`src/design/crd_pkg.sv`:
```
package crd_pkg;

  // Stream widths on the top-level ports.
  localparam int S_DATA_W = 8;
  localparam int S_USER_W = 2;
  localparam int M_DATA_W = 104;
  localparam int M_USER_W = 1;

  // Bit places within s_tuser.
  localparam int S_USER_START   = 0;
  localparam int S_USER_BATTERY = 1;

  // Frame layout.
  localparam logic [3:0] POS_COMMAND   = 4'd3;
  localparam logic [3:0] PAYLOAD_FIRST = 4'd4;
  localparam logic [3:0] PAYLOAD_LAST  = 4'd11;
  localparam logic [3:0] LAST_ODOMETER = 4'd13;
  localparam logic [3:0] LAST_BATTERY  = 4'd9;
  localparam int         PAYLOAD_N     = 8;

  localparam logic [7:0] ODOMETER_REPLY_CMD = 8'h12;
  localparam logic [7:0] BATTERY_REPLY_CMD  = 8'h08;
  localparam logic [7:0] CRC_POLY           = 8'h8C;

  // Result queue between the parser and the output stage.
  localparam int QDEPTH = 2;
  localparam int QPTR_W = (QDEPTH > 1) ? $clog2(QDEPTH) : 1;
  localparam int QCNT_W = $clog2(QDEPTH + 1);

  typedef enum logic [1:0] {
    STATUS_OK      = 2'd0,
    STATUS_CRC_ERR = 2'd1,
    STATUS_BAD_CMD = 2'd2
  } status_t;

  typedef struct packed {
    logic        battery;
    status_t     status;
    logic [15:0] word0;
    logic [15:0] word1;
    logic [15:0] word2;
    logic [15:0] word3;
  } result_t;

  // Reflected CRC-8, one byte per call, eight bit steps.
  function automatic logic [7:0] crc8_update(input logic [7:0] crc, input logic [7:0] b);
    logic [7:0] c;
    c = crc ^ b;
    for (int k = 0; k < 8; k++) begin
      c = c[0] ? ((c >> 1) ^ CRC_POLY) : (c >> 1);
    end
    return c;
  endfunction

endpackage

```
`src/design/crd_front.sv`:
```
module crd_front
  import crd_pkg::*;
(
  input  logic         clk,
  input  logic         rst,
  input  logic         accept,
  input  logic [7:0]   rx_byte,
  input  logic         frame_start,
  input  logic         expect_battery,
  output logic         push,
  output result_t      result
);

  logic [3:0] pos;
  logic       in_frame;
  logic [7:0] crc;
  logic       battery;
  logic [7:0] cmd;
  logic [7:0] payload [PAYLOAD_N];

  logic       eff_in;
  logic [3:0] eff_pos;
  logic [7:0] eff_crc;
  logic       eff_batt;
  logic [7:0] eff_cmd;
  logic [3:0] last_pos;
  logic       is_body;
  logic [3:0] pos_off;
  logic       in_payload;
  logic [7:0] cmd_expected;

  // A start flag overrides whatever frame was open.
  always_comb begin
    eff_in       = frame_start | in_frame;
    eff_pos      = frame_start ? 4'd0 : pos;
    eff_crc      = frame_start ? 8'd0 : crc;
    eff_batt     = frame_start ? expect_battery : battery;
    eff_cmd      = frame_start ? 8'd0 : cmd;
    last_pos     = eff_batt ? LAST_BATTERY : LAST_ODOMETER;
    is_body      = eff_pos < last_pos;
    pos_off      = eff_pos - PAYLOAD_FIRST;
    in_payload   = (eff_pos >= PAYLOAD_FIRST) && (eff_pos <= PAYLOAD_LAST);
    cmd_expected = eff_batt ? BATTERY_REPLY_CMD : ODOMETER_REPLY_CMD;
  end

  assign push = accept && eff_in && !is_body;

  always_comb begin
    result.battery = eff_batt;
    if (rx_byte != eff_crc) begin
      result.status = STATUS_CRC_ERR;
    end else if (eff_cmd != cmd_expected) begin
      result.status = STATUS_BAD_CMD;
    end else begin
      result.status = STATUS_OK;
    end
    result.word0 = {payload[0], payload[1]};
    result.word1 = {payload[2], payload[3]};
    result.word2 = {payload[4], payload[5]};
    result.word3 = {payload[6], payload[7]};
  end

  always_ff @(posedge clk) begin
    if (rst) begin
      pos      <= '0;
      in_frame <= 1'b0;
      crc      <= '0;
      battery  <= 1'b0;
      cmd      <= '0;
    end else if (accept && eff_in) begin
      battery <= eff_batt;
      if (is_body) begin
        in_frame <= 1'b1;
        pos      <= eff_pos + 4'd1;
        crc      <= crc8_update(eff_crc, rx_byte);
        cmd      <= (eff_pos == POS_COMMAND) ? rx_byte : eff_cmd;
      end else begin
        in_frame <= 1'b0;
        pos      <= '0;
      end
    end
  end

  always_ff @(posedge clk) begin
    if (accept && eff_in && is_body && in_payload) begin
      payload[pos_off[2:0]] <= rx_byte;
    end
  end

endmodule

```
`src/design/crd_queue.sv`:
```
module crd_queue
  import crd_pkg::*;
(
  input  logic    clk,
  input  logic    rst,
  input  logic    push,
  input  result_t push_data,
  output logic    full,
  input  logic    pop,
  output logic    valid,
  output result_t data
);

  result_t           store [QDEPTH];
  logic [QPTR_W-1:0] wr_ptr;
  logic [QPTR_W-1:0] rd_ptr;
  logic [QCNT_W-1:0] count;
  logic              do_push;
  logic              do_pop;

  assign full    = (count == QCNT_W'(QDEPTH));
  assign valid   = (count != '0);
  assign data    = store[rd_ptr];
  assign do_push = push && !full;
  assign do_pop  = pop && valid;

  always_ff @(posedge clk) begin
    if (rst) begin
      wr_ptr <= '0;
      rd_ptr <= '0;
      count  <= '0;
    end else begin
      if (do_push) begin
        wr_ptr <= (wr_ptr == QPTR_W'(QDEPTH - 1)) ? '0 : wr_ptr + 1'b1;
      end
      if (do_pop) begin
        rd_ptr <= (rd_ptr == QPTR_W'(QDEPTH - 1)) ? '0 : rd_ptr + 1'b1;
      end
      if (do_push && !do_pop) begin
        count <= count + 1'b1;
      end else if (do_pop && !do_push) begin
        count <= count - 1'b1;
      end
    end
  end

  always_ff @(posedge clk) begin
    if (do_push) begin
      store[wr_ptr] <= push_data;
    end
  end

endmodule

```
`src/design/crd_back.sv`:
```
module crd_back
  import crd_pkg::*;
(
  input  logic                clk,
  input  logic                rst,
  input  logic                q_valid,
  input  result_t             q_data,
  output logic                q_pop,
  output logic                m_tvalid,
  input  logic                m_tready,
  output logic [M_DATA_W-1:0] m_tdata,
  output logic [M_USER_W-1:0] m_tuser
);

  logic        kind;
  status_t     status;
  logic [15:0] vel_x;
  logic [15:0] vel_y;
  logic [15:0] yaw;
  logic [15:0] rate_z;
  logic [15:0] voltage;
  logic [15:0] current;

  assign q_pop = q_valid && (!m_tvalid || m_tready);

  always_ff @(posedge clk) begin
    if (rst) begin
      m_tvalid <= 1'b0;
    end else if (!m_tvalid || m_tready) begin
      m_tvalid <= q_valid;
    end
  end

  // Fields of the other frame kind read as zero.
  always_ff @(posedge clk) begin
    if (q_pop) begin
      kind    <= q_data.battery;
      status  <= q_data.status;
      vel_x   <= q_data.battery ? 16'd0 : q_data.word0;
      vel_y   <= q_data.battery ? 16'd0 : q_data.word1;
      yaw     <= q_data.battery ? 16'd0 : q_data.word2;
      rate_z  <= q_data.battery ? 16'd0 : q_data.word3;
      voltage <= q_data.battery ? q_data.word0 : 16'd0;
      current <= q_data.battery ? q_data.word1 : 16'd0;
    end
  end

  assign m_tdata = {6'd0, current, voltage, rate_z, yaw, vel_y, vel_x, status};
  assign m_tuser = kind;

endmodule

```
`src/design/chassis_response_decoder.sv`:
```
// Chassis reply decoder. Each beat on the slave side carries one received byte of a
// reply frame; a beat with the start flag opens a frame and samples whether a 10-byte
// battery reply or a 14-byte odometer reply follows, dropping any frame still open. A
// reflected CRC-8 (polynomial 0x8C, initial value zero) runs over every byte but the
// last, which is compared against it. On the final byte one result beat is produced
// with the frame kind, a status (ok, CRC mismatch, or CRC good but wrong command byte)
// and the big-endian signed fields of the frame; fields of the other kind read as
// zero. Bytes arriving outside a frame are taken and ignored. The block accepts one
// byte every clock cycle while s_tready is high: the parser updates its CRC and byte
// counter as each byte is taken, and a result passes through the result queue and
// the output register on its way to the master side. The two-entry queue sits
// between the parser and the output register, so s_tready only falls when two
// finished results are waiting behind a stalled master side.
module chassis_response_decoder
  import crd_pkg::*;
(
  input  logic                clk,
  input  logic                rst,
  input  logic                s_tvalid,
  output logic                s_tready,
  input  logic [S_DATA_W-1:0] s_tdata,   // [7:0] rx_byte
  input  logic [S_USER_W-1:0] s_tuser,   // [0] frame_start, [1] expect_battery
  output logic                m_tvalid,
  input  logic                m_tready,
  // [1:0] status, [17:2] vel_x, [33:18] vel_y, [49:34] yaw, [65:50] rate_z,
  // [81:66] voltage, [97:82] current, [103:98] zero
  output logic [M_DATA_W-1:0] m_tdata,
  output logic [M_USER_W-1:0] m_tuser    // [0] frame_kind
);

  logic    accept;
  logic    push;
  result_t push_data;
  logic    q_full;
  logic    q_valid;
  logic    q_pop;
  result_t q_data;

  // The parser never stalls on its own; only a full result queue holds it off.
  assign s_tready = !q_full;
  assign accept   = s_tvalid && s_tready;

  crd_front u_front (
    .clk            (clk),
    .rst            (rst),
    .accept         (accept),
    .rx_byte        (s_tdata[7:0]),
    .frame_start    (s_tuser[S_USER_START]),
    .expect_battery (s_tuser[S_USER_BATTERY]),
    .push           (push),
    .result         (push_data)
  );

  crd_queue u_queue (
    .clk       (clk),
    .rst       (rst),
    .push      (push),
    .push_data (push_data),
    .full      (q_full),
    .pop       (q_pop),
    .valid     (q_valid),
    .data      (q_data)
  );

  crd_back u_back (
    .clk      (clk),
    .rst      (rst),
    .q_valid  (q_valid),
    .q_data   (q_data),
    .q_pop    (q_pop),
    .m_tvalid (m_tvalid),
    .m_tready (m_tready),
    .m_tdata  (m_tdata),
    .m_tuser  (m_tuser)
  );

endmodule

```
`config.mk`:
```
export PLATFORM = sky130hd
export DESIGN_NAME = chassis_response_decoder
export DESIGN_NICKNAME = d
export VERILOG_FILES = /design/src/design/crd_pkg.sv /design/src/design/crd_front.sv /design/src/design/crd_queue.sv /design/src/design/crd_back.sv /design/src/design/chassis_response_decoder.sv
export SDC_FILE = /design/constraint.sdc
export NUM_CORES = 1
export LEC_CHECK = 0
export BUFFER_PORTS_ARGS = -buffer_cell sky130_fd_sc_hd__buf_4
export CORE_AREA = 2 2 153 155
export CTS_CLUSTER_DIAMETER = 100
export DETAILED_ROUTE_END_ITERATION = 8
export DIE_AREA = 0 0 155 157
export GPL_TIMING_DRIVEN = 0
export PLACE_DENSITY_LB_ADDON = 0.05
export SETUP_SLACK_MARGIN = 0.5
export SLEW_MARGIN = 30
export SYNTH_ARGS = -nofsm -noshare
export SYNTH_HDL_FRONTEND = slang
export SYNTH_SLANG_ARGS = --single-unit
```
`constraint.sdc`:
```
create_clock -name clk -period 6.15 [get_ports clk]
set_input_delay 0.3075 -clock clk [delete_from_list [all_inputs] [get_ports clk]]
set_output_delay 0.3075 -clock clk [all_outputs]
set_load 0.01 [all_outputs]
```
; ---- Word level (Yosys, flattened, before mapping)
; Memories as Yosys holds them, arrays and structs flattened. A register that Yosys moved wholly into a read port is not among the register bits.
; Cells that the tools add are included.
[word_totals]
regBits = 126
ramBits = 198
inputBits = 14
elab_cells = 91
mem_count = 2
[op_classes]
addsub = 6
magnitude_cmp = 3
eq_ne = 4
n_mux = 29
bitwise_logic = 10
reduce_logical = 20
[mem_list]
columns = name, words, word_bits, read_ports, rd_clocked_by_memory_dff, wr, line
row1 = u_queue.store, 2, 67, 1, 1, 1, crd_queue.sv:14  ; result_t store [QDEPTH];
row2 = u_front.payload, 8, 8, 8, 0, 1, crd_front.sv:19  ; logic [7:0] payload [PAYLOAD_N];
[ops]
columns = op, count
row1 = $mux 8, 11
row2 = $not 2->3, 8
row3 = $ne 8x8->1, 2
row4 = $logic_and 1x1->1, 11
row5 = $mux 1, 10
row6 = $mux 2, 4
row7 = $mux 4, 2
row8 = $xor 8x8->8, 1
row9 = $logic_not 1->1, 5
row10 = $mux 5, 1
row11 = $add 4x1->4 const B, 1
row12 = $eq 4x2->1 const B, 1
row13 = $ge 4x3->1 const B, 1
row14 = $le 4x4->1 const B, 1
row15 = $lt 4x4->1, 1
row16 = $reduce_bool 2->1, 2
row17 = $mux 3, 1
row18 = $sub 3x3->3 const B, 1
row19 = $add 1x1->1 const B, 2
row20 = $add 2x1->2 const B, 1
row21 = $eq 2x2->1 const B, 1
row22 = $reduce_and 2->1, 1
row23 = $sub 2x1->2 const B, 1
row24 = $logic_or 1x1->1, 1
row25 = $or 1x1->1, 1

; ---- Depth between registers and ports, before layout
[depth]
word_depth = 18
ltp_mapped = 12

; ---- Hierarchy
; Synthesis repeated with hierarchy kept, for this count alone.
[unflattened]
hier_cells = 698
hier_area_um2 = 12228.0
[modules_own_cells]
columns = module, instances, cells_each, area_per_inst_um2, seq_area_each_um2
row1 = crd_queue, 1, 233, 5054.8, 4124.0
row2 = crd_back, 1, 217, 3726.1, 2992.9
row3 = crd_front, 1, 246, 3437.0, 2362.3
row4 = chassis_response_decoder, 1, 2, 10.0, 0.0

; ---- Least setup slack after synthesis
; No wires, ideal clock.
[synth_path]
path_type = input port to flip-flop
startpoint = input port s_tuser[0]
endpoint = memory u_queue.store[0][0] (netlist name), enable pin
setup_time_ps = 574
arrival_ps = 6111
setup_slack_ps = -536
cell_stages = 8
path_cell_list = clkbuf_8 buf_2 nor2b_1 inv_1 ha_1 o21bai_1 a211o_1 nor3_1
[synth_between]
elab_chain_cells = 8
elab_cells_between_ends = 11
cone_classes = order compare: 1 / mux: 5 / bitwise: 1 / reduce/logical: 4
[synth_rtl]
columns = element, line
row1 = start: declaration, chassis_response_decoder.sv:22  ; input logic [S_USER_W-1:0] s_tuser,
row2 = $mux 1, crd_front.sv:37  ; eff_batt = frame_start ? expect_battery : battery;
row3 = $mux 3, crd_front.sv:39  ; last_pos = eff_batt ? LAST_BATTERY : LAST_ODOMETER;
row4 = $lt 4x4->1, crd_front.sv:40  ; is_body = eff_pos < last_pos;
row5 = $logic_not 1->1, crd_front.sv:46  ; assign push = accept && eff_in && !is_body;
row6 = $logic_and 1x1->1 *, crd_front.sv:46
row7 = $logic_and 1x1->1 *, crd_queue.sv:24  ; assign do_push = push && !full;
row8 = $mux 1 *, crd_queue.sv:48  ; if (do_push) begin
row9 = $mux 1 (not written as such) *, crd_queue.sv:49  ; store[wr_ptr] <= push_data;
row10 = end: declaration, crd_queue.sv:14
; Mark *: on every way between the ends. The rest lies on a longest branch, timed or not.

; ---- Worst setup path after layout
[layout_path]
startpoint = register u_front.pos[0]
endpoint = memory u_queue.store[0][17] (netlist name), enable pin
[layout_between]
elab_chain_cells = 7
[layout_rtl]
columns = element, line
row1 = start: declaration, crd_front.sv:14  ; logic [3:0] pos;
row2 = start signal: assignment, crd_front.sv:74  ; pos <= eff_pos + 4'd1;
row3 = $mux 4, crd_front.sv:35  ; eff_pos = frame_start ? 4'd0 : pos;
row4 = $lt 4x4->1, crd_front.sv:40
row5 = $logic_not 1->1, crd_front.sv:46
row6 = $logic_and 1x1->1, crd_front.sv:46
row7 = $logic_and 1x1->1, crd_queue.sv:24
row8 = $mux 1, crd_queue.sv:48
row9 = $mux 1 (not written as such), crd_queue.sv:49
; Every way passes these cells.

==> results.md <==
## Setup path
- **path depth of the worst reg2reg path** 9
- **crit-path most repeated cell** sky130_fd_sc_hd__buf_6
- **capturing point of the worst reg2reg path** u_queue.store[0][17]
- **type of element launching the critical path** register
- **worst-path cell chain** nor2b_1 -> inv_1 -> ha_1 -> o21bai_1 -> a211o_1 -> nor3_4 -> buf_6 -> buf_8 -> buf_6
- **largest driver fanout on the critical path** 14
- **data arrival time of the worst path** 3.36 ns
- **launch point of the worst reg-to-reg path** u_front.pos[0]
- **Largest delay share family, worst path** buffers and inverters
- **Critical Path Slowest Stage Cell** sky130_fd_sc_hd__dfxtp_1
- **CP bufs+invs** 4
- **endpoint kind of the worst setup timing path** register
- **depth of the critical timing path with buffers and inverters included** 9
- **Register-to-Register Setup Slack** 3.00 ns
- **start-to-end type of the worst setup path** reg -> reg
- **Required @ worst endpoint** 6.35 ns
- **crit-path max cell delay** 0.48 ns

## GRT
- **vias in the first global route** 6207
- **GR Util All Layers** 0.185
- **antenna violations before repair** 0
- **wire length of the first global-routing pass** 33900 um
- **GR Overflow Total** 0
- **pin count of the biggest net entering global routing** 69

## Synthesis
- **proportion of synthesized flip-flops having asynchronous set or reset** 0
- **post-synth top area cell** sky130_fd_sc_hd__edfxtp_1
- **share of the synthesized area in the top cell type** 0.751
- **cell area after synthesis** 0.0119 mm^2
- **Unique masters post-synth** 50
- **Seq cells post-synth** 325
- **top flip-flop cell by instance count after synthesis** sky130_fd_sc_hd__edfxtp_1
- **portion of the post-synthesis area used by sequential elements** 0.798
- **number of flops mapped to enable cells by yosys** 297
- **number of warnings issued by yosys** 0
- **mean post-synth cell area** 16.8 um^2
- **top cells by area, synth** sky130_fd_sc_hd__edfxtp_1 75%, sky130_fd_sc_hd__mux2i_1 5.5%, sky130_fd_sc_hd__dfxtp_1 4.7%, sky130_fd_sc_hd__nor2_1 4.3%, sky130_fd_sc_hd__xnor2_1 1.7%
- **synthesized netlist cell count** 707

## Power
- **Overall Power** 6.07 mW
- **fraction of power consumed by the clock network** 0.306
- **LEAKAGE** 5.02 nW
- **relative contribution of combinational cells to total power** 0.207
- **switching power total** 1.57 mW
- **Power per Cell Area** 424 mW/mm^2
- **IR drop worst, VDD** 0.233 mV
- **cell internal power dissipation** 4.50 mW
- **share of total power consumed by net switching** 0.259
- **Seq pwr share** 0.487

## Timing
- **final worst path period share** 0.513
- **final setup TNS** 0 ns
- **Clock Skew** 0.0173 ns
- **hold_ws** 0.0739 ns
- **Worst Tran Pin Value** 0.934 ns
- **final worst slack** 3.00 ns
- **Fmax** 0.317 GHz
- **number of hold violations in the final report** 0
- **Setup violations, final** 0
- **minimum clock period** 3.15 ns
- **setup repair after global routing missed its margin** false
- **relative max-transition margin** 0.375
- **Pins Over Slew Limit** 0

## Detailed routing
- **routed len/inst** 18.6 um
- **number of nets still failing antenna checks after routing** 0
- **DRT Pass-1 Iters** 5
- **starting DRC count in detailed routing** 345
- **number of vias per cell after detailed routing** 5.23
- **Post-Route WL** 22000 um
- **Via Count** 6176
- **DRC errors left** 0

## Clock tree
- **buffer cell driving the clock tree root** sky130_fd_sc_hd__clkbuf_16
- **number of gates resized after cts** 0
- **cts bufs inserted** 34
- **TritonCTS clock tree** done
- **number of sinks driven by the clock tree** 325
- **Skew-Pair Late Insertion Delay** 0.50 ns
- **number of buffers added for setup after CTS** 0
- **buffer depth of the longest clock path** 3
- **clock transition time at the flip-flop clock pins of the worst setup and hold paths** 0.06 ns
- **hold-fix buffer count after cts** 0
- **count of H-tree levels built during CTS** 2

## Layout
- **top library cells by usage in the layout, fill and taps aside** 297 x sky130_fd_sc_hd__edfxtp_1, 136 x sky130_fd_sc_hd__nor2_1, 121 x sky130_fd_sc_hd__buf_4, 65 x sky130_fd_sc_hd__mux2i_1, 35 x sky130_fd_sc_hd__clkbuf_16
- **most common cell after layout, fill and taps aside** sky130_fd_sc_hd__edfxtp_1
- **area overhead of the layout relative to synthesis** 20.5%
- **Layout Nets** 889
- **number of filler instances in the final layout** 1613
- **Util after Layout** 0.636
- **post-route insts no fill** 1181
- **diode count** 0
- **layout cell share with drive strength beyond 1** 0.231
- **final non-filler cell area** 0.0143 mm^2

## Die
- **floorplan die height** 157 um
- **area inside the core boundary** 0.0225 mm^2
- **boundary pin count** 121
- **number of standard-cell rows in the floorplan** 55
- **floorplan die area** 0.0243 mm^2
- **overall die width** 155 um
- **starting utilization of the core area** 0.528

## Placement
- **instance area after placement** 0.0133 mm^2
- **count of buffers from port buffering** 114
- **estimated wirelength of the detail-placed design** 13800 um
- **RD Place Congestion** 0.822
- **cell count after placement** 1121
- **Worst Setup Slack post-DPL** 2.69 ns

## Outcome
- **outcome** finished, final reports clean

## Hold path
- **hold wc startpoint** rst
- **hold crit path type** in -> reg
- **number of cells on the worst hold path** 2
- **WHS Endpoint** u_front.crc[7]

## Run
- **count of max-cap constraint violations** 0

Yosys cell counts (3+ instances only):
master                       n
sky130_fd_sc_hd__a21oi_1     9
sky130_fd_sc_hd__nand3b_1    3
sky130_fd_sc_hd__xnor2_1    23
sky130_fd_sc_hd__dfxtp_1    28
sky130_fd_sc_hd__nor4_1      4
sky130_fd_sc_hd__mux2_2      3
sky130_fd_sc_hd__a31oi_1     4
sky130_fd_sc_hd__nor2b_1     5
sky130_fd_sc_hd__a211oi_1    3
sky130_fd_sc_hd__buf_1       5
sky130_fd_sc_hd__nor4bb_1    4
sky130_fd_sc_hd__nor2_1    136
sky130_fd_sc_hd__ha_1        3
sky130_fd_sc_hd__inv_1       5
sky130_fd_sc_hd__a22oi_1     9
sky130_fd_sc_hd__nand2b_1    5
sky130_fd_sc_hd__nand2_1    19
sky130_fd_sc_hd__edfxtp_1  297
sky130_fd_sc_hd__o21ai_0     3
sky130_fd_sc_hd__mux2i_1    65
sky130_fd_sc_hd__buf_2      10
sky130_fd_sc_hd__nand3_1     3
sky130_fd_sc_hd__buf_4       6
sky130_fd_sc_hd__clkbuf_1   11
sky130_fd_sc_hd__nor3_1      7
sky130_fd_sc_hd__xor2_1      6
flip-flops by register name, summed over array words and instances (netlist names), 2 cells and up, named ones only:
register / cells
u_queue.store: 134
u_front.payload: 64
u_back.vel_y: 16
u_back.current: 16
u_back.status: 2
u_front.crc: 8
u_back.yaw: 16
u_front.cmd: 8
u_back.vel_x: 16
u_front.pos: 4
u_back.voltage: 16
u_back.rate_z: 16
u_queue.count: 2
worst max-delay path by stage:
stage / from / end / slack (ns)
3_3_place_gp: s_tuser[0] / u_queue.store[0][22] / -0.35
4_1_cts: u_front.pos[0] / u_queue.store[0][17] / 2.96
2_1_floorplan: s_tuser[0] / u_queue.store[0][0] / 1.52
3_5_place_dp: s_tuser[0] / u_queue.store[0][22] / 2.69
5_1_grt: u_front.pos[0] / u_queue.store[0][3] / 2.78
6_report: u_front.pos[0] / u_queue.store[0][17] / 3.00
final cells by class:
| cell class | instances | area [um^2] | area share |
|---|---|---|---|
| buffer | 36 | 205 | 0.0143 |
| clock buffer | 43 | 906 | 0.0633 |
| clock inverter | 17 | 108 | 0.00752 |
| inverter | 5 | 23.8 | 0.00166 |
| multi-input combinational | 346 | 2240 | 0.156 |
| sequential | 325 | 9480 | 0.662 |
| tap | 285 | 357 | 0.0249 |
| timing repair buffer | 124 | 992 | 0.0693 |
power groups by stage:
stage               logic (mW)  registers (mW)  clock network, mW
floorplan                0.442            3.19                  0
global placement          1.24            3.02                  0
detailed placement        1.28            3.00                  0
CTS                       1.28            2.96               1.89
global route              1.35            2.99               1.99
finish                    1.26            2.95               1.85
routing by layer:
metal	vias up	routed length (um)	track usage
met3	46	1010	0.0352
li1	2937	-	-
met1	3024	9690	0.243
met4	0	563	0.0653
met2	169	10800	0.310
met5	-	0	0
logic make-up after synthesis:
family	after synthesis	share of synthesized area
other	1	0.000316
muxes	68	0.0576
and+or+nand+nor	196	0.0726
buffers and inverters	41	0.0189
AOI/OAI and AO/OA	42	0.0251
xor gates and xnor gates	31	0.0241
DFF	325	0.798
adders and majority gates	3	0.00316
worst reg2reg max path: stages, from the launching register on:
cell and delay (ns):
sky130_fd_sc_hd__dfxtp_1 0.48, sky130_fd_sc_hd__nor2b_1 0.33, sky130_fd_sc_hd__inv_1 0.16, sky130_fd_sc_hd__ha_1 0.22, sky130_fd_sc_hd__o21bai_1 0.15, sky130_fd_sc_hd__a211o_1 0.40, sky130_fd_sc_hd__nor3_4 0.46, sky130_fd_sc_hd__buf_6 0.26
sky130_fd_sc_hd__buf_8 0.18, sky130_fd_sc_hd__buf_6 0.20
No activity file was read; power rests on OpenSTA's default activity.
